## src/hdl/brlp_pkg.sv

```systemverilog
// Package for the byte range list parser: types, character codes and constants.
`default_nettype none

package brlp_pkg;

    localparam int MAX_RANGES_DEF = 16;
    localparam int RANGE_LIMIT_RST = 16;
    localparam int RES_DEPTH = 4;

    localparam int NUM_W = 63;
    localparam int CFG_W = 5;

    localparam logic [NUM_W-1:0] SAT63   = 63'h7FFF_FFFF_FFFF_FFFF;
    // Largest accumulator value that can still take a digit of 0 to 7 without
    // passing the saturation value.
    localparam logic [NUM_W-1:0] MAC_THR = 63'd922337203685477580;

    localparam logic [7:0] CH_ZERO  = 8'h30;
    localparam logic [7:0] CH_NINE  = 8'h39;
    localparam logic [7:0] CH_DASH  = 8'h2D;
    localparam logic [7:0] CH_COMMA = 8'h2C;
    localparam logic [7:0] CH_CR    = 8'h0D;
    localparam logic [7:0] CH_LF    = 8'h0A;

    localparam logic KIND_RANGE  = 1'b0;
    localparam logic KIND_STATUS = 1'b1;

    localparam logic [1:0] ST_OK        = 2'd0;
    localparam logic [1:0] ST_NO_NUMBER = 2'd1;
    localparam logic [1:0] ST_TOO_MANY  = 2'd2;

    localparam logic REG_RANGE_LIMIT = 1'b0;

    typedef enum logic [2:0] {
        PH_SEEK_START = 3'd0,
        PH_START_DIG  = 3'd1,
        PH_SEEK_END   = 3'd2,
        PH_END_DIG    = 3'd3,
        PH_DONE       = 3'd4
    } phase_t;

    typedef struct packed {
        logic             kind;
        logic [3:0]       range_index;
        logic [NUM_W-1:0] start_offset;
        logic             start_present;
        logic [NUM_W-1:0] end_offset;
        logic             end_present;
        logic [1:0]       status;
        logic [4:0]       range_count;
        logic             last;
    } res_t;

    function automatic res_t range_res(input logic [3:0] idx, input logic [NUM_W-1:0] so,
                                       input logic sp, input logic [NUM_W-1:0] eo,
                                       input logic ep);
        res_t r;
        r               = '0;
        r.kind          = KIND_RANGE;
        r.range_index   = idx;
        r.start_offset  = so;
        r.start_present = sp;
        r.end_offset    = eo;
        r.end_present   = ep;
        return r;
    endfunction

    function automatic res_t status_res(input logic [1:0] st, input logic [4:0] cnt);
        res_t r;
        r             = '0;
        r.kind        = KIND_STATUS;
        r.status      = st;
        r.range_count = cnt;
        return r;
    endfunction

endpackage

`default_nettype wire

```

## src/hdl/byte_range_list_parser.sv

```systemverilog
// A result is queued at the edge that accepts its word, shown once earlier ones are taken.
// Throughput: one word per cycle while the result queue has room for two results;
// a word that gives a range and a status adds two results to the four-deep queue.
// Reset clears the parse state and the result queue and sets range_limit to 16.
// The accumulator update is one shared times-ten-plus-digit unit with a saturation compare.
`default_nettype none

module byte_range_list_parser
    import brlp_pkg::*;
#(
    parameter int MAX_RANGES = MAX_RANGES_DEF
) (
    input  wire logic             clk,
    input  wire logic             rst_n,

    input  wire logic             psel,
    input  wire logic             penable,
    input  wire logic             pwrite,
    input  wire logic [2:0]       paddr,
    input  wire logic [31:0]      pwdata,
    output      logic [31:0]      prdata,
    output      logic             pready,

    input  wire logic             in_valid,
    output      logic             in_stall,
    input  wire logic [7:0]       char_code,
    input  wire logic             end_of_field,

    output      logic             out_valid,
    input  wire logic             out_stall,
    output      logic             kind,
    output      logic [3:0]       range_index,
    output      logic [NUM_W-1:0] start_offset,
    output      logic             start_present,
    output      logic [NUM_W-1:0] end_offset,
    output      logic             end_present,
    output      logic [1:0]       status,
    output      logic [4:0]       range_count,
    output      logic             last
);

    localparam int CNT_W = $clog2(MAX_RANGES + 1);
    localparam int CMP_W = (CNT_W > CFG_W) ? CNT_W : CFG_W;
    localparam int PTR_W = $clog2(RES_DEPTH);
    localparam int QC_W  = $clog2(RES_DEPTH + 1);

    // Configuration
    logic [CFG_W-1:0] range_limit_reg;
    logic             cfg_wr;

    assign pready = 1'b1;
    assign cfg_wr = psel && penable && pwrite && (paddr[2] == REG_RANGE_LIMIT);
    assign prdata = (paddr[2] == REG_RANGE_LIMIT) ? {{(32-CFG_W){1'b0}}, range_limit_reg} : '0;

    always_ff @(posedge clk or negedge rst_n)
    begin
        if (!rst_n)
        begin
            range_limit_reg <= CFG_W'(RANGE_LIMIT_RST);
        end
        else if (cfg_wr)
        begin
            range_limit_reg <= pwdata[CFG_W-1:0];
        end
    end

    // Parse state
    phase_t           phase_reg, phase_next;
    logic [NUM_W-1:0] start_acc_reg, start_acc_next;
    logic             start_seen_reg, start_seen_next;
    logic [NUM_W-1:0] end_acc_reg, end_acc_next;
    logic [CNT_W-1:0] done_reg, done_next;

    logic [QC_W-1:0]  qcnt_reg, qcnt_next;
    logic [PTR_W-1:0] wr_ptr_reg, wr_ptr_next, wr_ptr_inc;
    logic [PTR_W-1:0] rd_ptr_reg, rd_ptr_next;
    res_t             queue_mem [RES_DEPTH];

    logic in_acc;
    logic pop;

    assign in_stall  = (qcnt_reg > QC_W'(RES_DEPTH - 2));
    assign in_acc    = in_valid && !in_stall;
    assign out_valid = (qcnt_reg != '0);
    assign pop       = out_valid && !out_stall;

    // Character classes
    logic       is_dig, is_term, is_comma, is_dash;
    logic [3:0] dval;

    assign is_dig   = !end_of_field && (char_code >= CH_ZERO) && (char_code <= CH_NINE);
    assign dval     = is_dig ? 4'(char_code - CH_ZERO) : 4'd0;
    assign is_term  = end_of_field || (char_code == CH_CR) || (char_code == CH_LF);
    assign is_comma = !end_of_field && (char_code == CH_COMMA);
    assign is_dash  = !end_of_field && (char_code == CH_DASH);

    // Shared saturating times-ten-plus-digit unit.
    logic [NUM_W-1:0] mac_in, mac_thr, mac_out;

    assign mac_in  = (phase_reg == PH_START_DIG) ? start_acc_reg : end_acc_reg;
    assign mac_thr = MAC_THR - NUM_W'(dval > 4'd7);
    assign mac_out = (mac_in > mac_thr) ? SAT63
                   : (mac_in << 3) + (mac_in << 1) + NUM_W'(dval);

    logic [CMP_W-1:0] lim;

    assign lim = (CMP_W'(range_limit_reg) > CMP_W'(MAX_RANGES)) ? CMP_W'(MAX_RANGES)
                                                                : CMP_W'(range_limit_reg);

    // One step of the parser; res_a is the range or error that closes the current
    // range, res_b the result of examining the word again in seek start.
    res_t res_a, res_b;
    logic a_v, b_v;

    always_comb
    begin
        phase_t cur;
        logic   run;
        phase_next      = phase_reg;
        start_acc_next  = start_acc_reg;
        start_seen_next = start_seen_reg;
        end_acc_next    = end_acc_reg;
        done_next       = done_reg;
        res_a           = '0;
        res_b           = '0;
        a_v             = 1'b0;
        b_v             = 1'b0;
        cur             = phase_reg;
        run             = 1'b1;

        if (phase_reg == PH_DONE)
        begin
            run = 1'b0;
            if (end_of_field)
            begin
                phase_next      = PH_SEEK_START;
                start_acc_next  = '0;
                start_seen_next = 1'b0;
                end_acc_next    = '0;
                done_next       = '0;
            end
        end

        if (run && cur == PH_START_DIG)
        begin
            if (is_dig)
            begin
                start_acc_next = mac_out;
                run            = 1'b0;
            end
            else
            begin
                cur        = PH_SEEK_END;
                phase_next = PH_SEEK_END;
            end
        end

        if (run && cur == PH_SEEK_END)
        begin
            if (is_dig)
            begin
                end_acc_next = NUM_W'(dval);
                phase_next   = PH_END_DIG;
                run          = 1'b0;
            end
            else if (!(is_term || is_comma))
            begin
                run = 1'b0;
            end
            else if (!start_seen_reg)
            begin
                res_a = status_res(ST_NO_NUMBER, 5'(done_reg));
                a_v   = 1'b1;
                run   = 1'b0;
                if (end_of_field)
                begin
                    phase_next      = PH_SEEK_START;
                    start_acc_next  = '0;
                    start_seen_next = 1'b0;
                    end_acc_next    = '0;
                    done_next       = '0;
                end
                else
                begin
                    phase_next = PH_DONE;
                end
            end
            else
            begin
                res_a      = range_res(4'(done_reg), start_acc_reg, 1'b1, '0, 1'b0);
                a_v        = 1'b1;
                done_next  = done_reg + CNT_W'(1);
                phase_next = PH_SEEK_START;
            end
        end
        else if (run && cur == PH_END_DIG)
        begin
            if (is_dig)
            begin
                end_acc_next = mac_out;
                run          = 1'b0;
            end
            else
            begin
                res_a      = range_res(4'(done_reg), start_acc_reg, start_seen_reg,
                                       end_acc_reg, 1'b1);
                a_v        = 1'b1;
                done_next  = done_reg + CNT_W'(1);
                phase_next = PH_SEEK_START;
            end
        end

        if (run)
        begin
            if (is_term)
            begin
                res_b = status_res(ST_OK, 5'(done_next));
                b_v   = 1'b1;
                if (end_of_field)
                begin
                    phase_next      = PH_SEEK_START;
                    start_acc_next  = '0;
                    start_seen_next = 1'b0;
                    end_acc_next    = '0;
                    done_next       = '0;
                end
                else
                begin
                    phase_next = PH_DONE;
                end
            end
            else if (is_dig || is_dash)
            begin
                if (CMP_W'(done_next) >= lim)
                begin
                    res_b      = status_res(ST_TOO_MANY, 5'(done_next));
                    b_v        = 1'b1;
                    phase_next = PH_DONE;
                end
                else
                begin
                    start_acc_next  = NUM_W'(dval);
                    start_seen_next = is_dig;
                    end_acc_next    = '0;
                    phase_next      = is_dig ? PH_START_DIG : PH_SEEK_END;
                end
            end
        end

        res_a.last = !b_v;
        res_b.last = 1'b1;
    end

    always_ff @(posedge clk or negedge rst_n)
    begin
        if (!rst_n)
        begin
            phase_reg      <= PH_SEEK_START;
            start_acc_reg  <= '0;
            start_seen_reg <= 1'b0;
            end_acc_reg    <= '0;
            done_reg       <= '0;
        end
        else if (in_acc)
        begin
            phase_reg      <= phase_next;
            start_acc_reg  <= start_acc_next;
            start_seen_reg <= start_seen_next;
            end_acc_reg    <= end_acc_next;
            done_reg       <= done_next;
        end
    end

    // Result queue
    logic [1:0] n_wr;

    assign n_wr        = in_acc ? ({1'b0, a_v} + {1'b0, b_v}) : 2'd0;
    assign wr_ptr_inc  = wr_ptr_reg + PTR_W'(1);
    assign wr_ptr_next = wr_ptr_reg + PTR_W'(n_wr);
    assign rd_ptr_next = rd_ptr_reg + PTR_W'(pop);
    assign qcnt_next   = qcnt_reg + QC_W'(n_wr) - QC_W'(pop);

    always_ff @(posedge clk or negedge rst_n)
    begin
        if (!rst_n)
        begin
            qcnt_reg   <= '0;
            wr_ptr_reg <= '0;
            rd_ptr_reg <= '0;
        end
        else
        begin
            qcnt_reg   <= qcnt_next;
            wr_ptr_reg <= wr_ptr_next;
            rd_ptr_reg <= rd_ptr_next;
        end
    end

    always_ff @(posedge clk)
    begin
        if (in_acc)
        begin
            if (a_v)
            begin
                queue_mem[wr_ptr_reg] <= res_a;
                if (b_v)
                begin
                    queue_mem[wr_ptr_inc] <= res_b;
                end
            end
            else if (b_v)
            begin
                queue_mem[wr_ptr_reg] <= res_b;
            end
        end
    end

    res_t head;

    assign head          = queue_mem[rd_ptr_reg];
    assign kind          = head.kind;
    assign range_index   = head.range_index;
    assign start_offset  = head.start_offset;
    assign start_present = head.start_present;
    assign end_offset    = head.end_offset;
    assign end_present   = head.end_present;
    assign status        = head.status;
    assign range_count   = head.range_count;
    assign last          = head.last;

endmodule

`default_nettype wire

```

## config.mk

```make
export PLATFORM = sky130hd
export DESIGN_NAME = byte_range_list_parser
export DESIGN_NICKNAME = d
export VERILOG_FILES = /design/src/hdl/brlp_pkg.sv /design/src/hdl/byte_range_list_parser.sv
export SDC_FILE = /design/constraint.sdc
export NUM_CORES = 2
export LEC_CHECK = 0
export BUFFER_PORTS_ARGS = -buffer_cell sky130_fd_sc_hd__buf_2
export CORE_ASPECT_RATIO = 2
export CORE_UTILIZATION = 41
export CTS_BUF_LIST = sky130_fd_sc_hd__clkbuf_4
export CTS_CLUSTER_DIAMETER = 30
export DETAILED_ROUTE_END_ITERATION = 16
export SYNTH_ARGS = -nofsm -noshare
export SYNTH_HDL_FRONTEND = slang
export SYNTH_SLANG_ARGS = --single-unit
export TNS_END_PERCENT = 100
```

## constraint.sdc

```tcl
create_clock -name clk -period 14.8 [get_ports clk]
set_input_delay 0 -clock clk [delete_from_list [all_inputs] [get_ports clk]]
set_output_delay 0 -clock clk [all_outputs]
set_load 0.1 [all_outputs]
```

## Yosys cells after proc, flatten, opt, wreduce, memory -nomap -nowiden

Memory sizes are Yosys's and may differ from the RTL's.
Index checks and enable logic that the tools add are counted.

| word-level totals | value |
|---|---|
| memories | 1 |
| bits in writable memories | 564 |
| flip-flop bits (word level) | 147 |

| cells by class | value |
|---|---|
| magnitude comparators | 7 |
| bitwise operators | 2 |
| muxes and demuxes | 115 |
| equality and inequality tests | 8 |
| add/subtract/negate cells | 11 |
| reduce and logical (&&, ||, !) cells | 21 |

Memories:

| memory | depth | bits a word | rd ports | clocked after Yosys merged registers in | wr ports | line | RTL |
|---|---|---|---|---|---|---|---|
| queue_mem | 4 | 141 | 1 | 0 | 2 | byte_range_list_parser.sv:77 | `res_t queue_mem [RES_DEPTH];` |

Operators by type and width:

| operator | count |
|---|---|
| two-way mux 63 bit | 30 |
| two-way mux 141 bit | 9 |
| two-way mux 140 bit | 2 |
| two-way mux 5 bit | 14 |
| adder 63 x 4 -> 63 bit | 1 |
| adder 63 bit | 1 |
| greater-than comparator 63 bit | 1 |
| subtractor 60 x 1 -> 61 bit, first input constant | 1 |
| two-way mux 3 bit | 17 |
| two-way mux 1 bit | 40 |
| == test 8 x 4 -> 1 bit, second input constant | 2 |
| == test 8 x 6 -> 1 bit, second input constant | 2 |
| logical AND 1 bit | 12 |
| >= comparator 8 x 6 -> 1 bit, second input constant | 1 |
| less-or-equal comparator 8 x 6 -> 1 bit, second input constant | 1 |
| == test 3 x 2 -> 1 bit, second input constant | 2 |
| adder 5 x 1 -> 5 bit, second input constant | 1 |
| >= comparator 5 bit | 1 |
| greater-than comparator 5 bit, second input constant | 1 |
| greater-than comparator 4 x 3 -> 1 bit, second input constant | 1 |
| zero test 1 bit | 4 |
| logical OR 1 bit | 4 |
| two-way mux 2 bit | 2 |
| two-way mux 4 bit | 1 |
| other kinds (13) | 13 |

## Longest topological paths before layout

| depth | value |
|---|---|
| depth in word-level cells | 19 |
| depth in mapped cells | 28 |
| mapped depth without buffers | 26 |

## Worst setup path before layout

OpenSTA, ideal clock, no wires.

| timing path | value |
|---|---|
| kind | register to register |
| start point | register phase_reg[1] |
| end point | register end_acc_reg[50] |
| library setup time | 132 ps |
| cell stages (with the launch flop) | 23 |
| setup slack | 9463 ps |
| arrival time | 5205 ps |
| path buffers | 5 |
| cell sequence | dfrtp_1 -> buf_6 -> nor3b_2 -> clkbuf_1 -> clkbuf_1 -> clkbuf_1 -> clkbuf_1 -> nand2_1 -> nand2_1 -> ha_1 -> ha_1 -> fa_1 -> a21o_1 -> a311o_1 -> a21boi_0 -> o21ai_0 -> a21boi_0 -> o21ai_0 -> a311oi_1 -> o41ai_1 -> xor2_1 -> nor2_1 -> o21ai_0 |

| between the ends | value |
|---|---|
| word-level cells in the longest chain between the ends | 13 |
| elaborated cells on any way between the ends | 45 |
| those cells by class | add/sub: 2; order compare: 2; eq/ne: 4; mux: 34; reduce/logical: 3 |

Ends and longest elaborated chain:

| item | line | RTL |
|---|---|---|
| start: declaration | byte_range_list_parser.sv:68 | `phase_t phase_reg, phase_next;` |
| start signal: assignment | byte_range_list_parser.sv:266 | `phase_reg <= phase_next;` |
| branches (longest 12 deep; another with adder 63 bit) | - |  |
| two-way mux 63 bit (*) | byte_range_list_parser.sv:213 | `if (run)` |
| end signal: assignment | byte_range_list_parser.sv:269 | `end_acc_reg <= end_acc_next;` |
| end: declaration | byte_range_list_parser.sv:71 | `logic [NUM_W-1:0] end_acc_reg, end_acc_next;` |

Every way passes the cells marked *.
A chain may end at the register's enable or synchronous reset.

==> summary.md <==
| Metric | Value |
|---|---|
| Area leader, netlist | `dfxtp_1` |
| Peak supply drop | `about 0.15 mV` |
| Post-synth EDFFs | `28` |
| H-tree depth | `4` |
| Worst slew pin tran | `1.17 ns` |
| Setup Buffers After CTS | `0` |
| Drt pass-1 iters | `5` |
| Final setup vio count | `0` |
| Final ANT Viol Nets | `0` |
| Clock buffer depth | `3` |
| Pwr dens | `around 130 mW/mm²` |
| Clock slew at reported path FFs | `~0.07 ns` |
| Clock Latency Late Sink | `slightly above 1 ns` |
| TNS Setup | `0 ns` |
| Starting DRT DRC Count | `roughly 1900` |
| Post-Route Utilization | `0.462` |
| Vias | `a little over 30000` |
| Buffers on Ports | `about 170` |
| RSZ-0062 raised after global routing | `false` |
| Number of synthesized register bits | `~700` |
| Mapped Cells | `3933` |
| Worst hold path type | `in -> async` |
| CP max FO | `196` |
| DIE AREA | `roughly 0.087 mm²` |
| Remaining global-route overflow | `0` |
| Routability cong. | `between 0.9 and 1` |
| Die Height | `a little over 400 µm` |
| CP Launch Type | `flip-flop` |
| Root Driver | `clkbuf_4` |
| Post-synth top area share | `0.306` |
| CP required | `between 15 and 20 ns` |
| Outcome | `finished, final reports clean` |
| Clock Skews | `0.0716 ns` |
| Detailed-route wire length per cell | `21.3 µm` |
| Max reg flops | `~560` |
| Cts hold-fix bufs | `48` |
| Largest net degree at the start of global routing | `around 220` |
| Layout cells sized above 1 | `0.161` |
| Synth Flop Type | `dfxtp_1` |
| Final instance area | `roughly 0.04 mm²` |
| Area growth, synth to finish | `11.5%` |
| Nets | `about 4200` |
| Synth async-reset ratio | `0.207` |
| Leak Pwr | `about 16 nW` |
| Initial antenna violation count | `2` |
| Final min period | `7.40 ns` |
| CTS tree | `built` |
| Die X | `between 200 and 250 µm` |
| Initial Util | `0.414` |
| Yosys warns | `0` |
| Fin. Hold Viols | `0` |
| Seq/Total Area, Yosys | `0.435` |
| Critical Path End Type | `flip-flop` |
| Most area-consuming cells after synthesis | `dfxtp_1 31%, dfrtp_1 10%, o21ai_0 10%` |
| Row count | `about 150` |
| Post-CTS resize count | `0` |
| Max-slew headroom | `0.220` |
| First-pass GRT wire length | `173000 µm` |
| Cell Area, Placed | `about 0.036 mm²` |
| Slew Limit Fails | `0` |
| Via density | `5.83` |
| List of most frequent post-synthesis cells | `718 x o21ai_0, 563 x nand3_1, 537 x nand2_1` |
| Crit Path Class | `reg -> reg` |
| Sink Count | `between 700 and 800` |
| Post-synthesis average cell area | `slightly below 9 µm²` |
| Hold slack | `0.0964 ns` |
| Number of max-cap violations | `0` |
| Fmax | `0.135 GHz` |
| Post-route DRC | `0` |
| Synthesized area | `between 0.03 and 0.04 mm²` |
| Vias in the first global route | `30519` |
| Core area | `between 0.08 and 0.09 mm²` |
| Top Ports | `between 200 and 250` |
| Most numerous cell in the Yosys netlist | `o21ai_0` |
| Critical path arrival | `slightly above 8 ns` |
| Final wirelength | `between 100000 and 150000 µm` |
| Part of the cycle the worst path needs | `0.500` |
| Total Routing Usage GR | `0.254` |
| DP HPWL | `roughly 74000 µm` |
| Cts bufs inserted | `between 150 and 200` |
| Synth unique cells | `90` |
[layout make-up]
type / instances / area, µm²
antenna: 3 / 7.51
clock buffer: 261 / 1960
clock inverter: 32 / 243
fill: 8390 / 45600
inverter: 45 / 169
multi-input combinational: 2863 / 18400
sequential: 711 / 15300
tap: 1071 / 1340
timing repair buffer: 252 / 1680
[critical path, stage by stage (launching register included)]
cell     delay, ns
dfrtp_1       0.64
or3b_4        0.70
o22ai_1       0.73
nand2_1       0.27
o21ai_0       0.55
inv_1         0.10
ha_1          0.29
nor2b_1       0.04
o21ai_0       0.26
nand2_1       0.08
nand2_1       0.27
nand2_1       0.09
nand2_1       0.08
nand2_1       0.17
inv_1         0.23
ha_1          0.23
nor2_1        0.06
nor2_1        0.61
nand2_4       0.68
buf_12        0.47
nand3_1       0.27
o21ai_0       0.10
[layer usage]
layer,track usage,wire [µm]
met1,0.286,43400
met5,0,0
met3,0.0338,4870
met4,0.133,5140
met2,0.462,58000
[kinds of logic after synthesis]
kind of cell    share of synthesized area
mux                                0.0961
other cells                      0.000214
buf+inv                            0.0454
flops                               0.435
xor+xnor                           0.0162
fa+ha+maj                          0.0509
simple gates                        0.186
compound gates                      0.170
[per-stage QoR]
step | power [mW] | cells | worst slack [ns]
CTS | 4.95 | 5235 | 7.44
finish | 4.91 | 5238 | 7.40
global route | 5.11 | 5238 | 6.83
global placement | 3.27 | 4894 | 7.57
detailed placement | 3.28 | 4894 | 7.50
floorplan | 2.96 | 3959 | 9.46
[worst paths after layout]
check	from	endpoint	slack (ns)	cells after the start
setup / recovery	phase_reg[2]	queue_mem[1][35]	7.40	21
hold / removal	rst_n	rd_ptr_reg[0]	0.1	4
setup reg to reg	phase_reg[2]	queue_mem[1][35]	7.40	21
hold reg to reg	queue_mem[1][113]	queue_mem[1][113]	0.47	2
max in group asynchronous	rst_n	start_acc_reg[27]	13.40	5
min in group clk	char_code[3]	end_acc_reg[3]	0.10	5
[placed cells by master, fill, tap and decap left out, types with 7 or more instances in the layout]
cell type      count
a211oi_1          10
a21o_1            31
a21oi_1          115
a221oi_1           8
a22o_1            29
a31oi_1           13
and2_1            19
and3_1            18
buf_2            168
buf_4             30
clkbuf_4         261
clkinv_1          20
conb_1            28
dfrtp_1          144
dfxtp_1          536
dlygate4sd3_1     47
edfxtp_1          28
ha_1             137
inv_1             45
mux2_2            10
mux2i_1            8
mux4_2           141
nand2_1          529
nand2b_1          14
nand3_1          561
nand4_1           28
nor2_1           132
nor2b_1           21
nor3_1            26
o211ai_1          13
o21ai_0          718
o21ai_1            7
o21bai_1          15
o22ai_1           12
xnor2_1           42
xor2_1            23
[where the power goes]
| part | switching, mW | internal, mW |
|---|---|---|
| Combinational | 0.795 | 0.343 |
| Clock | 0.790 | 0.867 |
| Sequential | 0.136 | 1.98 |
Note: power is estimated with default switching activity, not from simulation.
